--- src/sv/moving_average_filter_macros.svh ---
// assertion macros for the moving average filter
`ifndef MOVING_AVERAGE_FILTER_MACROS_SVH
`define MOVING_AVERAGE_FILTER_MACROS_SVH

// checked on every clock edge outside reset
`define MAVG_ASSERT(lbl, prop, msg) \
  lbl: assert property (@(posedge clk) disable iff (rst) prop) else $error(msg);

// checked on every clock edge, reset included
`define MAVG_ASSERT_ALWAYS(lbl, prop, msg) \
  lbl: assert property (@(posedge clk) prop) else $error(msg);

`endif

--- src/sv/mavg_pkg.sv ---
// shared constants and types of the moving average filter
package mavg_pkg;

  // sample and average width
  localparam int SAMPLE_BITS = 12;
  // width of the window depth register
  localparam int DEPTH_W = 5;
  // default ring size
  localparam int MAX_DEPTH_DEF = 16;
  // depth after reset, unless the usable depth limit is smaller
  localparam int DEPTH_RST_MAX = 16;

  typedef enum logic [1:0] {
    ST_IDLE,
    ST_UPDATE,
    ST_DIVIDE,
    ST_DONE
  } mavg_state_t;

endpackage

--- src/sv/moving_average_filter.sv ---
// moving average filter: ring store, running sum and bit-serial divider
//
// Boxcar mean over the last window_depth samples.
// Input channel: in_valid / in_stall with the sample word; a word is taken
// when in_valid is high and in_stall is low. Output channel: out_valid /
// out_stall with average and window_full; a word leaves when out_valid is
// high and out_stall is low.
// Until the window has filled once, average is the raw sample; after that it
// is the running sum divided by the depth, truncated.
// Before the window fills, a result goes from the update state straight to
// the done state; once it has filled, the bit-serial restoring divider, one
// quotient bit per cycle, runs in the divide state between them.
// The block takes one word at a time: in_stall is low only in the idle state.
// A finished word waits in the output register while the next one is taken
// in; with that register still full the next result holds in its done state
// until the receiver lifts out_stall.
// Reset (rst, synchronous) sets the depth to its default and clears the
// sum, write index and window-full flag; a cfg_we write does the same with
// the new depth (0 reads as 1, values above the ring size saturate).
// No clearing pass is needed: before the window fills, ring entries read as zero.
`include "moving_average_filter_macros.svh"

module moving_average_filter #(
  parameter int MAX_DEPTH = mavg_pkg::MAX_DEPTH_DEF
) (
  input  logic                             clk,
  input  logic                             rst,
  input  logic                             cfg_we,
  input  logic [mavg_pkg::DEPTH_W-1:0]     cfg_data,
  input  logic                             in_valid,
  output logic                             in_stall,
  input  logic [mavg_pkg::SAMPLE_BITS-1:0] sample,
  output logic                             out_valid,
  input  logic                             out_stall,
  output logic [mavg_pkg::SAMPLE_BITS-1:0] average,
  output logic                             window_full
);

  import mavg_pkg::*;

  // usable depth is bounded by the ring size and the register width
  localparam int DEPTH_MAXREG = (1 << DEPTH_W) - 1;
  localparam int DEPTH_LIM = (MAX_DEPTH < DEPTH_MAXREG) ? MAX_DEPTH : DEPTH_MAXREG;
  localparam int DEPTH_RST = (DEPTH_LIM < DEPTH_RST_MAX) ? DEPTH_LIM : DEPTH_RST_MAX;
  localparam int IDX_W = (DEPTH_LIM > 1) ? $clog2(DEPTH_LIM) : 1;
  localparam int SUM_W = SAMPLE_BITS + $clog2(DEPTH_LIM);
  localparam int REM_W = DEPTH_W + 1;
  localparam int CNT_W = $clog2(SUM_W);

  mavg_state_t state, state_next;

  logic [DEPTH_W-1:0]     depth;
  logic [SUM_W-1:0]       running_sum;
  logic [IDX_W-1:0]       write_index;
  logic                   filled_flag;
  logic [SAMPLE_BITS-1:0] sample_ring [DEPTH_LIM];
  logic [SAMPLE_BITS-1:0] old_entry;
  logic [SAMPLE_BITS-1:0] sample_reg;
  logic [SUM_W-1:0]       div_reg;
  logic [REM_W-2:0]       rem;
  logic [CNT_W-1:0]       cnt;

  logic [DEPTH_W-1:0]     depth_wr;
  logic [SAMPLE_BITS-1:0] old_val;
  logic [SUM_W-1:0]       sum_next;
  logic [DEPTH_W-1:0]     idx_inc;
  logic                   idx_wrap;
  logic [REM_W-1:0]       trial;
  logic [REM_W-1:0]       diff;
  logic                   q_bit;
  logic                   in_take;
  logic                   out_take;
  logic                   load_out;

  // handshakes
  assign in_take  = in_valid && !in_stall;
  assign out_take = out_valid && !out_stall;

  // depth write with zero and saturation handling
  always_comb begin
    depth_wr = cfg_data;
    if (cfg_data == '0) begin
      depth_wr = DEPTH_W'(1);
    end else if (cfg_data > DEPTH_W'(DEPTH_LIM)) begin
      depth_wr = DEPTH_W'(DEPTH_LIM);
    end
  end

  // running sum update and index advance
  always_comb begin
    old_val  = filled_flag ? old_entry : '0;
    sum_next = running_sum - SUM_W'(old_val) + SUM_W'(sample_reg);
    idx_inc  = DEPTH_W'(write_index) + DEPTH_W'(1);
    idx_wrap = (idx_inc == depth);
  end

  // shared compare and subtract of the divider
  always_comb begin
    trial = {rem, div_reg[SUM_W-1]};
    diff  = trial - {1'b0, depth};
    q_bit = (trial >= {1'b0, depth});
  end

  // next state
  always_comb begin
    state_next = state;
    unique case (state)
      ST_IDLE: begin
        if (in_take) state_next = ST_UPDATE;
      end
      ST_UPDATE: begin
        state_next = (filled_flag || idx_wrap) ? ST_DIVIDE : ST_DONE;
      end
      ST_DIVIDE: begin
        if (cnt == '0) state_next = ST_DONE;
      end
      ST_DONE: begin
        if (!out_valid || !out_stall) state_next = ST_IDLE;
      end
      default: state_next = ST_IDLE;
    endcase
  end

  // sequencer outputs
  always_comb begin
    in_stall = 1'b1;
    load_out = 1'b0;
    unique case (state)
      ST_IDLE:   in_stall = 1'b0;
      ST_UPDATE: in_stall = 1'b1;
      ST_DIVIDE: in_stall = 1'b1;
      ST_DONE:   load_out = !out_valid || !out_stall;
      default:   in_stall = 1'b1;
    endcase
  end

  // control state
  always_ff @(posedge clk) begin
    if (rst) begin
      state       <= ST_IDLE;
      depth       <= DEPTH_W'(DEPTH_RST);
      running_sum <= '0;
      write_index <= '0;
      filled_flag <= 1'b0;
      out_valid   <= 1'b0;
    end else begin
      state <= state_next;
      if (cfg_we) begin
        depth       <= depth_wr;
        running_sum <= '0;
        write_index <= '0;
        filled_flag <= 1'b0;
      end else if (state == ST_UPDATE) begin
        running_sum <= sum_next;
        write_index <= idx_wrap ? '0 : idx_inc[IDX_W-1:0];
        if (idx_wrap) filled_flag <= 1'b1;
      end
      if (load_out) begin
        out_valid <= 1'b1;
      end else if (out_take) begin
        out_valid <= 1'b0;
      end
    end
  end

  // ring store: oldest entry read at accept, new sample written on update
  always_ff @(posedge clk) begin
    if (in_take) old_entry <= sample_ring[write_index];
    if (state == ST_UPDATE) sample_ring[write_index] <= sample_reg;
  end

  // datapath and output word
  always_ff @(posedge clk) begin
    if (in_take) sample_reg <= sample;
    if (state == ST_UPDATE) begin
      div_reg <= sum_next;
      rem     <= '0;
      cnt     <= CNT_W'(SUM_W - 1);
    end else if (state == ST_DIVIDE) begin
      div_reg <= {div_reg[SUM_W-2:0], q_bit};
      rem     <= q_bit ? diff[REM_W-2:0] : trial[REM_W-2:0];
      cnt     <= cnt - CNT_W'(1);
    end
    if (load_out) begin
      average     <= filled_flag ? div_reg[SAMPLE_BITS-1:0] : sample_reg;
      window_full <= filled_flag;
    end
  end

  // checks
  `MAVG_ASSERT(a_out_from_done, $rose(out_valid) |-> $past(state) == ST_DONE, "no result")
  `MAVG_ASSERT(a_rem_below_depth, state == ST_DIVIDE |-> rem < depth, "remainder not below depth")
  `MAVG_ASSERT(a_index_in_window, DEPTH_W'(write_index) < depth, "write index out of window")
  `MAVG_ASSERT(a_accept_starts_update, in_take |=> state == ST_UPDATE, "accept without update")
  `MAVG_ASSERT_ALWAYS(a_reset_clears, rst |=> !out_valid && !filled_flag, "reset left flags set")

endmodule

--- config.mk ---
export PLATFORM = sky130hd
export DESIGN_NAME = moving_average_filter
export DESIGN_NICKNAME = d
export VERILOG_FILES = /design/src/sv/mavg_pkg.sv /design/src/sv/moving_average_filter.sv
export VERILOG_INCLUDE_DIRS = /design/src /design/src/sv
export SDC_FILE = /design/constraint.sdc
export NUM_CORES = 1
export LEC_CHECK = 0
export ABC_AREA = 1
export ABC_CLOCK_PERIOD_IN_PS = 6600
export BUFFER_PORTS_ARGS = -buffer_cell sky130_fd_sc_hd__buf_2
export CORE_ASPECT_RATIO = 0.7
export CORE_MARGIN = 4
export CORE_UTILIZATION = 40
export CTS_BUF_LIST = sky130_fd_sc_hd__clkbuf_4
export DETAILED_ROUTE_END_ITERATION = 16
export SYNTH_ARGS = -nofsm -noshare
export SYNTH_HDL_FRONTEND = slang
export SYNTH_SLANG_ARGS = --single-unit
--- constraint.sdc ---
create_clock -name clk -period 6.6 [get_ports clk]
set_clock_uncertainty 0.05 [all_clocks]
set_input_delay 1.65 -clock clk [delete_from_list [all_inputs] [get_ports clk]]
set_output_delay 1.65 -clock clk [all_outputs]
set_load 0.02 [all_outputs]
==> results by group <==
Clock network
  – H-tree levels: 3
  – Hold_buf cts: 0
  – Clock Latency Late Sink: around 0.69 ns
  – Root buffer cell: clkbuf_4
  – Setup bufs post-CTS: 0
  – CTS tree: yes
  – Deepest clock path buffer count: 3
  – Clock tree sinks: approximately 280
  – CTS buffer count: between 60 and 70
  – Clock transition at path regs: 0.07 ns
  – Post_cts resized: 0

Synth
  – Cell Area, Synth: 0.0127 mm^2
  – Dominant cells by area after synthesis: edfxtp_1 58%, nand2_1 6.4%, dfxtp_1 6.0%
  – Synth top cells by count: 245 x edfxtp_1, 217 x nand2_1, 134 x inv_1
  – Number of enable flip-flop cells after synthesis: about 250
  – Combinational family with the most area after synthesis: simple AND/OR/NAND/NOR gates
  – Seq cells post-synth: 283
  – Sequential-to-total area share from yosys stat: 0.641
  – Synth top area share: 0.581
  – Syn_nets: 1260
  – Synth Area in XOR/XNOR: 0.00465
  – Async S/R FF share, synth: 0
  – Yosys top cell by area: edfxtp_1
  – Post-synthesis simple-gate area fraction: 0.141
  – Compound-Gate Fraction of Synth Area: 0.0980
  – Mean Syn Cell Area: approximately 11 um^2
  – Synth Instances: about 1200
  – Distinct cells, synth: 36
  – Top_reg_cell synth: edfxtp_1
  – Count leader, synth: edfxtp_1
  – Mux cell area share after synthesis: 0
  – Adder-Cell Fraction of Synth Area: 0.0512
  – Synth Warn #: 0

Die
  – Row count: 54
  – Total Die Area: approximately 0.035 mm^2
  – Die height: about 160 um
  – IO Count: 37
  – Core outline area: 0.0311 mm^2
  – Die X: about 220 um
  – Starting density of the core: 0.406

Worst setup path
  – WP data required: between 6 and 7 ns
  – CP startpoint kind: flop
  – Reg2Reg Depth: 15
  – Element type at the critical path end: flop
  – CP Max Fanout: 39
  – WP data arrival: 3.80 ns
  – Crit Path Category: reg2reg

Worst hold path
  – Hold path depth: 2
  – Class of the tightest hold or removal check: reg2reg

Global routing
  – First-pass GRT wire length: between 40000 and 50000 um
  – Largest net degree at the start of global routing: approximately 100
  – Total GRT Usage: 0.181
  – Remaining global-route overflow: 0
  – Initial antenna violation count: 1
  – Number of global-route vias before repair: 8450

Power
  – Switching Fraction: 0.328
  – Combinational share of power: 0.243
  – Sequential cell fraction of total power: 0.466
  – P_leak: 5.53 nW
  – Cell Int Power: approximately 0.0034 W
  – Maximum VDD drop: 181 uV
  – NetSw: between 0.0015 and 0.002 W
  – Pwr Density: roughly 360 mW/mm^2
  – Power share of the clock group: 0.291

STA
  – Hold slack: 0.415 ns
  – Final setup fails: 0
  – Least-Margin Pin Slew: 1.28 ns
  – Post-route clock period utilization: 0.521
  – Max Clock Freq: slightly below 300 MHz
  – Slew HR: 0.144
  – Setup_tns: 0 ns
  – Hold Fails Final Rpt: 0
  – Slew Limit Fails: 0
  – RSZ-0062 raised after global routing: false
  – Min Tclk post-route: 3.44 ns

Detailed routing
  – # DRC: 0
  – Post-route ant nets: 0
  – First DRT Iteration DRCs: 858
  – Routed vias/inst: 5.10
  – Pre-antenna DRT Iters: 5
  – WL/cell: 17.6 um
  – WL final: 30700 um
  – DR vias: 8869

Finish
  – NumNets Final: 1338
  – Core Util, Final: 0.455
  – Layout cells sized above 1: 0.140
  – Area growth, synth to finish: 11.9%
  – Max FFs per register: roughly 190

Flow run
  – Number of max-cap violations: 0

Placement
  – Port buffer count: 36
  – HPWL Detailed: 19400 um
  – GPL Wtd Cong: approximately 0.88

Status
  – Status: complete, no violations
[worst paths after layout]
| check | from | to | slack [ns] |
|---|---|---|---|
| setup / recovery | filled_flag$_SDFFE_PP0P_ | div_reg[8]$_DFFE_PP_ | 3.16 |
| hold / removal | running_sum[8]$_SDFFE_PP0P_ | running_sum[8]$_SDFFE_PP0P_ | 0.42 |
| setup reg to reg | filled_flag$_SDFFE_PP0P_ | div_reg[8]$_DFFE_PP_ | 3.16 |
| hold reg to reg | running_sum[8]$_SDFFE_PP0P_ | running_sum[8]$_SDFFE_PP0P_ | 0.42 |
[cells in the final DEF, fill, tap and decap left out, types with 2 or more instances in the layout]
cell type,netlist,layout
buf_2,20,36
nand3_1,58,58
inv_1,134,134
inv_2,5,7
ha_1,31,31
xor2_2,2,2
fa_1,13,13
nand4_1,15,15
a21oi_1,50,50
edfxtp_1,245,245
nor2_1,133,133
clkinv_1,1,10
o21ai_0,118,118
bufinv_16,0,2
nand3b_1,2,2
clkbuf_4,0,104
nand2_1,217,217
xor2_1,2,2
dfxtp_1,38,37
o21ai_1,6,6
nor3_1,3,3
nor2_2,2,2
o22ai_1,53,53
buf_4,10,23
nand2_2,2,2
nand3_2,2,2
[cell families after synthesis]
family          Yosys count
compound gates          232
xor+xnor                  5
fa+ha+maj                44
buf+inv                 194
flops                   283
simple gates            436
[metal layers]
| metal | up-vias | share of wire | track usage |
|---|---|---|---|
| li1 | 4292 | - | - |
| met1 | 4186 | 0.50 | 0.287 |
| met2 | 340 | 0.40 | 0.241 |
| met3 | 51 | 0.084 | 0.0452 |
| met4 | 0 | 0.018 | 0.0532 |
| met5 | - | 0 | 0 |
[worst max-delay path, cell delays in order (launching register included)]
cell	delay [ns]
dfxtp_1	1.15
nand2_1	0.10
inv_1	0.10
ha_1	0.22
inv_1	0.06
ha_1	0.22
inv_1	0.07
fa_1	0.36
inv_1	0.13
nand3_1	0.09
nand3_1	0.16
nand2_1	0.07
nand2_1	0.07
a21oi_1	0.05
o21ai_0	0.14
nand2_1	0.10
[final cells by class]
class	count	area, um^2
Tap cell	420	526
Inverter	141	532
Antenna cell	1	2.50
Clock buffer	104	781
Clock inverter	14	106
Multi-Input combinational cell	717	3730
Fill cell	2931	17000
Timing Repair Buffer	60	364
Sequential cell	283	8120
[power by group through the flow]
| stage | clock network [W] | logic [W] | registers [W] |
|---|---|---|---|
| finish | 0.00147 | 0.00123 | 0.00236 |
| global route | 0.00161 | 0.00141 | 0.00238 |
| CTS | 0.00152 | 0.00123 | 0.00236 |
| detailed placement | 0 | 0.00122 | 0.00240 |
| global placement | 0 | 0.00121 | 0.00239 |
| floorplan | 0 | 0.000872 | 0.00237 |
[through the flow]
step	cell area, um^2	std cells	total power [W]	setup slack (ns)
global route	14200	1740	0.00540	2.83
global placement	13300	1620	0.00360	3.27
finish	14200	1740	0.00506	3.16
CTS	14100	1738	0.00511	3.18
detailed placement	13300	1620	0.00362	3.24
floorplan	12700	1194	0.00324	3.81
No activity file was read; power rests on OpenSTA's default activity.
